`src/hw/rtl/restricted_circular_deque_defines.svh`:
```
// Assertion macros for the restricted deque.
`ifndef RESTRICTED_CIRCULAR_DEQUE_DEFINES_SVH
`define RESTRICTED_CIRCULAR_DEQUE_DEFINES_SVH

// Condition in the same cycle.
`define RCD_ASSERT_NOW(lbl, ante, cons) \
    lbl: assert property (@(posedge i_clk) disable iff (!i_rst_n) (ante) |-> (cons)) \
        else $error("rcd assertion failed");

// Condition in the next cycle.
`define RCD_ASSERT_NEXT(lbl, ante, cons) \
    lbl: assert property (@(posedge i_clk) disable iff (!i_rst_n) (ante) |=> (cons)) \
        else $error("rcd assertion failed");

`endif

```
`src/hw/rtl/rcd_pkg.sv`:
```
`default_nettype none

package rcd_pkg;

    localparam int DATA_W        = 32;
    localparam int APB_W         = 32;
    localparam int OCC_W         = 4;
    localparam int DEFAULT_DEPTH = 8;
    localparam int PADDR_W       = 3;

    // register index, taken from paddr above the byte offset
    localparam logic [PADDR_W-3:0] REG_MODE = '0;

    typedef enum logic [1:0] {
        REQ_INS_RIGHT,
        REQ_INS_LEFT,
        REQ_DEL_LEFT,
        REQ_DEL_RIGHT
    } t_req;

    typedef enum logic [1:0] {
        ST_OK,
        ST_OVERFLOW,
        ST_UNDERFLOW,
        ST_DENIED
    } t_status;

    typedef enum logic {
        MODE_IN_RESTRICTED,
        MODE_OUT_RESTRICTED
    } t_mode;

    typedef enum logic [1:0] {
        CELL_HOLD,
        CELL_TAKE_LO,
        CELL_TAKE_HI,
        CELL_LOAD
    } t_cell_op;

endpackage

`default_nettype wire

```
`src/hw/rtl/restricted_circular_deque.sv`:
```
// Restricted double-ended queue of DEPTH 32-bit elements.
// Input channel (i_in_valid/o_in_ready) carries one request per beat: a
// request type and a value to insert. Output channel (o_out_valid/
// i_out_ready) returns exactly one result beat per request: the removed
// element (zero unless a delete succeeded), a status code and the
// occupancy after the request.
// The result beat is registered and appears in the cycle after the input
// beat; one request per cycle is sustained while the receiver is ready, set by the single output register.
// The elements live in two rows of cells, one packed from the left end and
// one from the right end, so both ends are read at a fixed cell; every
// request is, in each row, a whole-row shift, a single-cell load or a hold.
// The APB port holds the restriction mode at address 0; write it only
// while no request is outstanding.
// Reset empties the queue, clears the mode to input-restricted and drops
// any pending result. While the receiver stalls the result is held and no
// new request is taken.
`default_nettype none

`include "restricted_circular_deque_defines.svh"

module restricted_circular_deque #(
    parameter int DEPTH = rcd_pkg::DEFAULT_DEPTH
) (
    input  wire logic                           i_clk,
    input  wire logic                           i_rst_n,

    input  wire logic                           i_in_valid,
    output logic                                o_in_ready,
    input  wire logic [1:0]                     i_req_type,
    input  wire logic signed [rcd_pkg::DATA_W-1:0] i_value,

    output logic                                o_out_valid,
    input  wire logic                           i_out_ready,
    output logic signed [rcd_pkg::DATA_W-1:0]   o_removed_value,
    output logic      [1:0]                     o_status,
    output logic      [rcd_pkg::OCC_W-1:0]      o_occupancy,

    input  wire logic                           psel,
    input  wire logic                           penable,
    input  wire logic                           pwrite,
    input  wire logic [rcd_pkg::PADDR_W-1:0]    paddr,
    input  wire logic [rcd_pkg::APB_W-1:0]      pwdata,
    output logic      [rcd_pkg::APB_W-1:0]      prdata,
    output logic                                pready
);
    import rcd_pkg::*;

    localparam int CNT_W = $clog2(DEPTH + 1);
    localparam int POS_W = $clog2(DEPTH);

    t_mode              r_mode;
    logic [CNT_W-1:0]   r_count;
    logic [CNT_W-1:0]   n_count;
    logic               r_out_valid;
    logic [DATA_W-1:0]  r_removed;
    logic [DATA_W-1:0]  n_removed;
    t_status            r_status;
    t_status            n_status;
    logic [OCC_W-1:0]   r_occ;

    t_req               w_req;
    logic               w_fire;
    logic               w_is_ins;
    logic               w_denied;
    logic               w_ok;
    t_cell_op           w_lrow_op;
    t_cell_op           w_rrow_op;
    logic [POS_W-1:0]   w_pos;
    logic [DATA_W-1:0]  w_left_end;
    logic [DATA_W-1:0]  w_right_end;
    logic               w_reg_sel;

    // config port
    assign pready    = 1'b1;
    assign w_reg_sel = (paddr[PADDR_W-1:2] == REG_MODE);
    assign prdata    = w_reg_sel ? APB_W'(r_mode) : '0;

    always_ff @(posedge i_clk) begin
        if (!i_rst_n) begin
            r_mode <= MODE_IN_RESTRICTED;
        end else if (psel && penable && pwrite && pready && w_reg_sel) begin
            r_mode <= t_mode'(pwdata[0]);
        end
    end

    // request decode
    assign o_in_ready = i_rst_n && (!r_out_valid || i_out_ready);
    assign w_fire     = i_in_valid && o_in_ready;
    assign w_req      = t_req'(i_req_type);
    assign w_is_ins   = (w_req == REQ_INS_RIGHT) || (w_req == REQ_INS_LEFT);
    assign w_denied   = (r_mode == MODE_IN_RESTRICTED && w_req == REQ_INS_LEFT) ||
                        (r_mode == MODE_OUT_RESTRICTED && w_req == REQ_DEL_RIGHT);
    assign w_pos      = r_count[POS_W-1:0];

    always_comb begin
        if (w_denied) begin
            n_status = ST_DENIED;
        end else if (w_is_ins && r_count == CNT_W'(DEPTH)) begin
            n_status = ST_OVERFLOW;
        end else if (!w_is_ins && r_count == '0) begin
            n_status = ST_UNDERFLOW;
        end else begin
            n_status = ST_OK;
        end
    end

    assign w_ok = w_fire && (n_status == ST_OK);

    // left row: cell 0 = leftmost; right row: cell 0 = rightmost
    always_comb begin
        w_lrow_op = CELL_HOLD;
        w_rrow_op = CELL_HOLD;
        n_count   = r_count;
        n_removed = '0;
        if (w_ok) begin
            case (w_req)
                REQ_INS_RIGHT: begin
                    w_lrow_op = CELL_LOAD;
                    w_rrow_op = CELL_TAKE_LO;
                    n_count   = r_count + 1'b1;
                end
                REQ_INS_LEFT: begin
                    w_lrow_op = CELL_TAKE_LO;
                    w_rrow_op = CELL_LOAD;
                    n_count   = r_count + 1'b1;
                end
                REQ_DEL_LEFT: begin
                    w_lrow_op = CELL_TAKE_HI;
                    n_count   = r_count - 1'b1;
                    n_removed = w_left_end;
                end
                REQ_DEL_RIGHT: begin
                    w_rrow_op = CELL_TAKE_HI;
                    n_count   = r_count - 1'b1;
                    n_removed = w_right_end;
                end
                default: begin
                    n_count = r_count;
                end
            endcase
        end
    end

    rcd_row #(.DEPTH(DEPTH)) u_left_row (
        .i_clk      (i_clk),
        .i_op       (w_lrow_op),
        .i_pos      (w_pos),
        .i_value    (i_value),
        .o_end_data (w_left_end)
    );

    rcd_row #(.DEPTH(DEPTH)) u_right_row (
        .i_clk      (i_clk),
        .i_op       (w_rrow_op),
        .i_pos      (w_pos),
        .i_value    (i_value),
        .o_end_data (w_right_end)
    );

    always_ff @(posedge i_clk) begin
        if (!i_rst_n) begin
            r_count     <= '0;
            r_out_valid <= 1'b0;
        end else begin
            r_count <= n_count;
            if (w_fire) begin
                r_out_valid <= 1'b1;
            end else if (i_out_ready) begin
                r_out_valid <= 1'b0;
            end
        end
    end

    always_ff @(posedge i_clk) begin
        if (w_fire) begin
            r_removed <= n_removed;
            r_status  <= n_status;
            r_occ     <= OCC_W'(n_count);
        end
    end

    assign o_out_valid     = r_out_valid;
    assign o_removed_value = r_removed;
    assign o_status        = r_status;
    assign o_occupancy     = r_occ;

    `RCD_ASSERT_NOW(a_count_bound, 1'b1, r_count <= CNT_W'(DEPTH))
    `RCD_ASSERT_NEXT(a_ins_grows, w_ok && w_is_ins, r_count == $past(r_count) + 1'b1)
    `RCD_ASSERT_NOW(a_ovf_full, r_out_valid && r_status == ST_OVERFLOW, r_count == CNT_W'(DEPTH))
    `RCD_ASSERT_NOW(a_udf_empty, r_out_valid && r_status == ST_UNDERFLOW, r_count == '0)

endmodule

`default_nettype wire

```
`src/hw/rtl/rcd_cell.sv`:
```
`default_nettype none

module rcd_cell (
    input  wire logic                         i_clk,
    input  wire rcd_pkg::t_cell_op            i_op,
    input  wire logic [rcd_pkg::DATA_W-1:0]   i_lo_data,
    input  wire logic [rcd_pkg::DATA_W-1:0]   i_hi_data,
    input  wire logic [rcd_pkg::DATA_W-1:0]   i_value,
    output logic      [rcd_pkg::DATA_W-1:0]   o_data
);
    import rcd_pkg::*;

    logic [DATA_W-1:0] r_data;
    logic [DATA_W-1:0] n_data;

    always_comb begin
        case (i_op)
            CELL_TAKE_LO: n_data = i_lo_data;
            CELL_TAKE_HI: n_data = i_hi_data;
            CELL_LOAD:    n_data = i_value;
            default:      n_data = r_data;
        endcase
    end

    always_ff @(posedge i_clk) begin
        r_data <= n_data;
    end

    assign o_data = r_data;

endmodule

`default_nettype wire

```
`src/hw/rtl/rcd_row.sv`:
```
`default_nettype none

// Packed row: cell 0 is the near end, elements fill upwards.
module rcd_row #(
    parameter int DEPTH = rcd_pkg::DEFAULT_DEPTH
) (
    input  wire logic                           i_clk,
    input  wire rcd_pkg::t_cell_op              i_op,
    input  wire logic [$clog2(DEPTH)-1:0]       i_pos,
    input  wire logic [rcd_pkg::DATA_W-1:0]     i_value,
    output logic      [rcd_pkg::DATA_W-1:0]     o_end_data
);
    import rcd_pkg::*;

    localparam int POS_W = $clog2(DEPTH);

    logic [DATA_W-1:0] w_data [DEPTH];

    for (genvar g = 0; g < DEPTH; g++) begin : g_cell
        t_cell_op          w_op;
        logic [DATA_W-1:0] w_lo;
        logic [DATA_W-1:0] w_hi;

        always_comb begin
            if (i_op == CELL_LOAD) begin
                w_op = (i_pos == POS_W'(g)) ? CELL_LOAD : CELL_HOLD;
            end else begin
                w_op = i_op;
            end
        end

        if (g == 0) begin : g_first
            assign w_lo = i_value;
        end else begin : g_mid_lo
            assign w_lo = w_data[g-1];
        end

        if (g == DEPTH-1) begin : g_last
            assign w_hi = i_value;
        end else begin : g_mid_hi
            assign w_hi = w_data[g+1];
        end

        rcd_cell u_cell (
            .i_clk     (i_clk),
            .i_op      (w_op),
            .i_lo_data (w_lo),
            .i_hi_data (w_hi),
            .i_value   (i_value),
            .o_data    (w_data[g])
        );
    end

    assign o_end_data = w_data[0];

endmodule

`default_nettype wire

```
`config.mk`:
```
export PLATFORM = sky130hd
export DESIGN_NAME = restricted_circular_deque
export DESIGN_NICKNAME = d
export VERILOG_FILES = /design/src/hw/rtl/rcd_pkg.sv /design/src/hw/rtl/restricted_circular_deque.sv /design/src/hw/rtl/rcd_cell.sv /design/src/hw/rtl/rcd_row.sv
export VERILOG_INCLUDE_DIRS = /design/src /design/src/hw/rtl
export SDC_FILE = /design/constraint.sdc
export NUM_CORES = 1
export LEC_CHECK = 0
export ABC_AREA = 0
export CELL_PAD_IN_SITES_DETAIL_PLACEMENT = 0
export CELL_PAD_IN_SITES_GLOBAL_PLACEMENT = 1
export CORE_MARGIN = 2
export CORE_UTILIZATION = 52
export DETAILED_ROUTE_END_ITERATION = 7
export DONT_BUFFER_PORTS = 1
export GPL_TIMING_DRIVEN = 0
export PLACE_DENSITY_LB_ADDON = 0.1
export REMOVE_ABC_BUFFERS = 1
export SYNTH_ARGS = -nofsm -noshare
export SYNTH_HDL_FRONTEND = slang
export SYNTH_SLANG_ARGS = --single-unit
```
`constraint.sdc`:
```
create_clock -name i_clk -period 4.3 [get_ports i_clk]
set_input_delay 0.86 -clock i_clk [delete_from_list [all_inputs] [get_ports i_clk]]
set_output_delay 0.86 -clock i_clk [all_outputs]
set_load 0.005 [all_outputs]
```
==> flow_summary.toml, run 1 <==
[sta]
drv_slew = 0
whs_ns = 0.3594
tns_ns = 0
fin_crit_sh_pct = 86.17
fin_ws_ns = 0.5946
hold_viol = 0
clock_skew_ns = 0.02127
max_freq_mhz = 269.9
rsz0062_at_grt = "false"
worst_pin_slew_ns = 1.031
finalCriticalPeriod_ns = 3.705
finalSetupViolCount = 0
max_slew_margin_pct = 31.09

[power_and_ir_drop]
netSwitchingFraction_pct = 21.51
switching_power_mw = 2.501
power.leakage_nw = 10.15
cellPowerDensity_mw_per_mm2 = 394.1
vdd_drop_max_v = 0.0003341
clockPowerShare_pct = 42.7
intPower_mw = 9.124
seqPwrFrac_pct = 53.0
power_frac_comb_pct = 4.3

[floorplan]
die-area_mm2 = 0.05230
fp.dieH_um = 228.7
start_util_pct = 52.54
core_mm2 = 0.04997
ios = 149
die_w_um = 228.7
row_count = 82

[hold_path]
hold_class = "in -> reg"

[yosys]
synth_compound_area_share_pct = 17.91
yosys.area_share.adder_pct = 0.1716
synthMuxAreaShare_pct = 5.648
yosysSeqAreaShare_pct = 63.37
synth_area_leaders = "edfxtp_1 (63%), a22oi_1 (7.3%), a222oi_1 (4.9%)"
async_reset_ff_share_pct = 0
synth-seq-cells = 556
synthFlopType = "edfxtp_1"
synth_top_family_by_area = "compound AO/OA/AOI/OAI gates"
ys_warn_count = 0
synth_xor_area_share_pct = 0.1335
synth_edf_count = 550
syn_inst = 2137
postSynthAreaPerCell_um2 = 12.28
synth_top_area_share_pct = 62.91
synth_commonest_cells = "edfxtp_1 (550), a22oi_1 (256), nand2_1 (211), clkbuf_1 (154), nor2_1 (143)"
synthesis.area_mm2 = 0.02625
yosysTopAreaCell = "edfxtp_1"
synth.distinct_cells = 50
yosys.area_share.simple_pct = 6.301
synth.most_common_cell = "edfxtp_1"

[clock_network]
holdBufCountCts = 0
post_cts_resized = 0
cts-buffers-inserted = 59
cts-htree-levels = 2
clock_path_buffers = 3
post_cts_buffers = 0
clkSinkCount = 556
cts_tree = "built"
cts_root_buf = "clkbuf_16"
clk_latency_ns = 0.62
clkSlewWorstSetupHoldPaths_ns = 0.06

[setup_path]
path_buf_inv = 1
worst_setup_path_start_kind = "register"
cp_top_family = "simple AND/OR/NAND/NOR gates"
crit_slowest_cell = "dfxtp_1"
worstPathMaxFanout = 20
required_ns = 4.62
critPathArrivalTime_ns = 4.03
endpoint_kind = "register"
slowest_delay_ns = 0.84
path_cells = "o31ai_1, a2111oi_2, nor2b_4, nand2b_2, buf_16"
critPathKind = "reg -> reg"

[global_routing]
grt_max_degree = 215
grt-ovfl-total = 0
antenna_found_initial = 0
global_route.usage.total_pct = 26.99
grt_pass1_vias = 17520
grt_pass1_wl_um = 108300

[routing]
drc = 7
viasPerCell = 6.505
drt_iter0_drc = 2559
num_vias = 17900
wl_um = 72000
drtPass1Iterations = 8
ant_nets = 0
routedWlPerCell_um = 26.17

[layout]
regArea_mm2 = 0.01664
stdcell_count = 2751
nFillCells = 4068
n_antenna_cell = 0
fin_nets = 2114
multiInputGateArea_mm2 = 0.008363
syn2layout_area_growth_pct = 12.35
final_util_pct = 59.03
drive_gt1_share_pct = 15.10

[placement]
pre_cts_ws_ns = 0.2271
dp_cells = 2646
gp_congestion = 0.8228
io_buffers = 0
dp_hpwl_um = 45570

[run]
maxCapViolations = 0

[outcome]
violations = "DRC"
status = "finished, violations left"
-- power by group through the flow --
| stage | Sequential [mW] | Combinational (mW) | Clock (mW) |
|---|---|---|---|
| 3_3_place_gp | 6.28 | 0.448 | 0 |
| 3_5_place_dp | 6.27 | 0.500 | 0 |
| 4_1_cts | 6.15 | 0.503 | 5.05 |
| 2_1_floorplan | 6.24 | 0.338 | 0 |
| 6_report | 6.16 | 0.505 | 4.96 |
| 5_1_grt | 6.16 | 0.553 | 5.26 |
-- through the flow --
stage	power, mW	area (um2)
finish	11.63	29490
floorplan	6.574	25170
CTS	11.70	29490
global route	11.97	29490
global placement	6.724	26010
detailed placement	6.766	27650
-- state kept, by name, indices dropped and copies added, names as in the netlist --
signal,flops
u_left_row.g_cell.u_cell.o_data,256
u_right_row.g_cell.u_cell.o_data,256
o_removed_value,32
o_occupancy,4
r_count,4
o_status,2
o_out_valid,1
r_mode,1
-- placed cells by master (no fill, tap or decap), types with 3 or more instances in the layout --
cell type and n:
buf_16 18, buf_4 23, clkinv_1 15, conb_1 32, nand3b_1 4, clkinvlp_4 4
clkbuf_1 6, nand2_2 7, inv_1 131, a21oi_4 7, clkbuf_16 59, mux2_1 29
mux2_2 100, buf_8 3, a222oi_1 128, a22o_1 32, nor2_4 15, and2_1 6
o21ai_0 68, o2111ai_4 5, nor2b_1 7, clkinv_2 14, nand2_1 204, nand3_1 5
a21oi_1 132, nor2_1 129, a22oi_1 256, mux2i_1 3, xnor2_1 3, edfxtp_1 550
dfxtp_1 6, nand2b_2 4, buf_12 28, bufinv_16 6, buf_6 4
-- cell families after synthesis --
| family | after synthesis |
|---|---|
| AOI/OAI and AO/OA | 639 |
| muxes | 132 |
| buffers and inverters | 400 |
| xor gates and xnor gates | 4 |
| DFF | 556 |
| adders and majority gates | 3 |
| and+or+nand+nor | 401 |
| other | 2 |
-- cell type report --
cell class                 count  share of cell area [%]
clock inverter                40                   1.171
multi-input combinational   1211                   28.35
clock buffer                  65                   5.082
inverter                     131                   1.667
sequential                   556                   56.40
tap                          672                   2.851
timing repair buffer          76                   4.471
-- worst reg2reg max path, stage by stage, from the launching register on --
cell and delay [ns]:
dfxtp_1 0.84, o31ai_1 0.29, a2111oi_2 0.78, nor2b_4 0.68, nand2b_2 0.57, buf_16 0.24
-- layer usage --
layer  share of wire (%)  vias up  global-route usage (%)
li1                    -     7914                       -
met1                  43     9078                   37.74
met2                  46      794                   42.93
met3                 8.2      110                   5.676
met4                 2.3        0                   7.496
met5                   0        -                       0
-- final timing paths --
check | start | endpoint | slack, ns | cells after the start
worst min register to register | u_right_row.g_cell[7].u_cell.o_data[7]$_DFFE_PP_ | u_right_row.g_cell[6].u_cell.o_data[7]$_DFFE_PP_ | 0.55 | 2
worst max register to register | r_count[0]$_SDFF_PN0_ | u_left_row.g_cell[7].u_cell.o_data[21]$_DFFE_PP_ | 0.59 | 5
worst max-delay path | r_count[0]$_SDFF_PN0_ | u_left_row.g_cell[7].u_cell.o_data[21]$_DFFE_PP_ | 0.59 | 5
worst min-delay path | i_rst_n | o_out_valid$_SDFFE_PN0P_ | 0.36 | 1
Note: power is estimated with default switching activity, not from simulation.
==> inputs of run 2 (changes only) <==
--- a/config.mk
+++ b/config.mk
@@ -10,7 +10,7 @@
 export CELL_PAD_IN_SITES_DETAIL_PLACEMENT = 0
 export CELL_PAD_IN_SITES_GLOBAL_PLACEMENT = 1
 export CORE_MARGIN = 2
-export CORE_UTILIZATION = 52
+export CORE_UTILIZATION = 57
 export DETAILED_ROUTE_END_ITERATION = 7
 export DONT_BUFFER_PORTS = 1
 export GPL_TIMING_DRIVEN = 0
@@ -18,4 +18,5 @@
 export REMOVE_ABC_BUFFERS = 1
 export SYNTH_ARGS = -nofsm -noshare
 export SYNTH_HDL_FRONTEND = slang
+export SYNTH_HIERARCHICAL = 1
 export SYNTH_SLANG_ARGS = --single-unit
==> constraint.sdc (replaced) <==
create_clock -name i_clk -period 4.5 [get_ports i_clk]
set_input_delay 0.9 -clock i_clk [delete_from_list [all_inputs] [get_ports i_clk]]
set_output_delay 0.9 -clock i_clk [all_outputs]
set_load 0.005 [all_outputs]
==> flow_summary.toml, run 2 <==
[outcome]
status = "finished, final reports clean"

[clock_network]
clk_latency_ns = 0.62
cts-htree-levels = 2
clock_path_buffers = 3
cts_root_buf = "clkbuf_16"
clkSlewWorstSetupHoldPaths_ns = 0.06
cts_tree = "built"
holdBufCountCts = 0
cts-buffers-inserted = 59
clkSinkCount = 556

[sta]
fin_crit_sh_pct = 96.16
clock_skew_ns = 0.01531
worst_pin_slew_ns = 1.265
drv_slew = 0
max_freq_mhz = 231.1
hold_viol = 0
whs_ns = 0.4035
finalCriticalPeriod_ns = 4.327
finalSetupViolCount = 0
max_slew_margin_pct = 15.68

[yosys]
yosysTopAreaCell = "edfxtp_1"
synth_area_leaders = "edfxtp_1 (56%), mux2i_1 (19%), a21oi_1 (8.8%)"
yosys.area_share.adder_pct = 0.1526
postSynthAreaPerCell_um2 = 11.78
synth.distinct_cells = 40
synth_top_area_share_pct = 55.95
synthMuxAreaShare_pct = 18.51
syn_inst = 2506
synth_xor_area_share_pct = 0.1441
synth-seq-cells = 556
yosysSeqAreaShare_pct = 56.36
synth_commonest_cells = "edfxtp_1 (550), nor2_1 (548), mux2i_1 (546), a21oi_1 (518), buf_2 (53)"
synth_top_family_by_area = "multiplexers"
yosys.area_share.simple_pct = 8.448
ys_warn_count = 6
synth.most_common_cell = "edfxtp_1"
synth_edf_count = 550
async_reset_ff_share_pct = 0
synth_compound_area_share_pct = 9.567
synthFlopType = "edfxtp_1"
synthesis.area_mm2 = 0.02952

[routing]
drt_iter0_drc = 1554
wl_um = 73040
ant_nets = 0
routedWlPerCell_um = 23.17
drtPass1Iterations = 8
viasPerCell = 6.075
drc = 0
num_vias = 19150

[placement]
dpl-instance-area_mm2 = 0.02987
dp_hpwl_um = 47760
gp_congestion = 0.8150
io_buffers = 0

[layout]
postLayoutCellArea_mm2 = 0.03185
syn2layout_area_growth_pct = 7.892
regArea_mm2 = 0.01664
multiInputGateArea_mm2 = 0.01137
n_antenna_cell = 0
drive_gt1_share_pct = 7.885
layout.cells.most_common_list = "edfxtp_1 (550), nor2_1 (548), mux2i_1 (546)"
layout_commonest_cell = "edfxtp_1"
fin_nets = 2502
nFillCells = 4034

[global_routing]
grt_pass1_wl_um = 110900
grt_max_degree = 39
antenna_found_initial = 0
global_route.usage.total_pct = 26.96
grt_pass1_vias = 18930
grt-ovfl-total = 0

[floorplan]
start_util_pct = 57.54
core_mm2 = 0.05130
row_count = 83
fp.dieH_um = 231.6
ios = 149
die_w_um = 231.6
die-area_mm2 = 0.05362

[power_and_ir_drop]
intPower_mw = 9.488
vdd_drop_max_v = 0.0002823
power_frac_comb_pct = 10.5
seqPwrFrac_pct = 50.0
totalPowerFinal_mw = 12.53
switching_power_mw = 3.040
power.leakage_nw = 10.00
netSwitchingFraction_pct = 24.26
cellPowerDensity_mw_per_mm2 = 393.3
clockPowerShare_pct = 39.5

[setup_path]
worstPathMaxFanout = 32
critPathArrivalTime_ns = 4.56
r2r-start = "r_count[0]$_SDFF_PN0_"
crit_start = "r_count[0]$_SDFF_PN0_"
worstReg2RegEnd = "u_right_row/g_cell[4].u_cell/o_data[24]$_DFFE_PP_"
required_ns = 4.74
reg2regPathDepth = 7
endpoint_kind = "register"
rrSetupSlack_ns = 0.17
worst_setup_path_start_kind = "register"
critPathKind = "reg -> reg"

[hold_path]
min_to = "o_out_valid$_SDFFE_PN0P_"
holdPathStages = 2
hold_class = "in -> reg"
hp-start = "i_in_valid"

[run]
maxCapViolations = 0
run 2: final cells by class:
cell class / count / area share, %
clock buffers: 79 / 5.162
flip-flops and latches: 556 / 52.24
repair buffers: 45 / 3.229
inverters: 4 / 0.04714
multi-input cells: 1757 / 35.70
clock inverters: 32 / 0.9507
well taps: 680 / 2.671
run 2: stage by stage:
stage / TNS, ns / cells / utilization [%] / worst slack [ns]
finish: 0 / 3153 / 62.08 / 0.1727
global route: 0 / 3153 / 62.08 / -0.0000004441
CTS: 0 / 3153 / 62.04 / 0.008703
detailed placement: -27.58 / 3042 / 58.23 / -0.1764
global placement: -2345.08 / 2997 / 55.54 / -2.788
floorplan: -470.98 / 2317 / - / -0.6898
run 2: timing repair:
item,4_1_cts,5_1_grt
cloned,0,0
setup buffers,0,0
gates resized for setup,3,8
setup endpoints to repair,41,228
run 2: per-layer routing:
| layer | global-route usage [%] | part of all wire, % | wire length, um | vias up |
|---|---|---|---|---|
| met5 | 0 | 0 | 0 | - |
| met4 | 8.574 | 2.5 | 1843 | 0 |
| met3 | 4.257 | 6.0 | 4407 | 105 |
| met2 | 43.82 | 47 | 34300 | 584 |
| met1 | 37.32 | 44 | 32500 | 9534 |
| li1 | - | - | - | 8930 |
run 2: cell families after synthesis:
logic type                 count (synthesis)
other                                      2
xor gates and xnor gates                   4
adders and majority gates                  3
muxes                                    546
AOI/OAI and AO/OA                        556
buffers and inverters                    223
and+or+nand+nor                          616
DFF                                      556
run 2: worst max-delay path, cell delays in order, from the launching register on:
cell and delay (ns):
dfxtp_1 0.67, or3_4 0.27, o2111ai_4 0.19, nor3_1 0.74
nand2b_1 0.31, o21ai_4 0.61, buf_16 0.24, or2_2 0.83
run 2: power groups by stage:
stage	logic, mW	clock network [mW]	registers [mW]
2_1_floorplan	0.933	0	6.30
3_3_place_gp	1.25	0	6.37
3_5_place_dp	1.30	0	6.38
4_1_cts	1.31	5.03	6.27
5_1_grt	1.44	5.20	6.29
6_report	1.32	4.94	6.27
run 2: how the worst max path moves through the flow:
stage                                                              to  depth (start not counted)
floorplan             u_left_row/g_cell[0].u_cell/o_data[0]$_DFFE_PP_                          6
global placement     u_left_row/g_cell[2].u_cell/o_data[25]$_DFFE_PP_                          6
detailed placement   u_left_row/g_cell[2].u_cell/o_data[25]$_DFFE_PP_                          7
CTS                  u_left_row/g_cell[0].u_cell/o_data[28]$_DFFE_PP_                          7
global route        u_right_row/g_cell[4].u_cell/o_data[24]$_DFFE_PP_                          7
finish              u_right_row/g_cell[4].u_cell/o_data[24]$_DFFE_PP_                          7
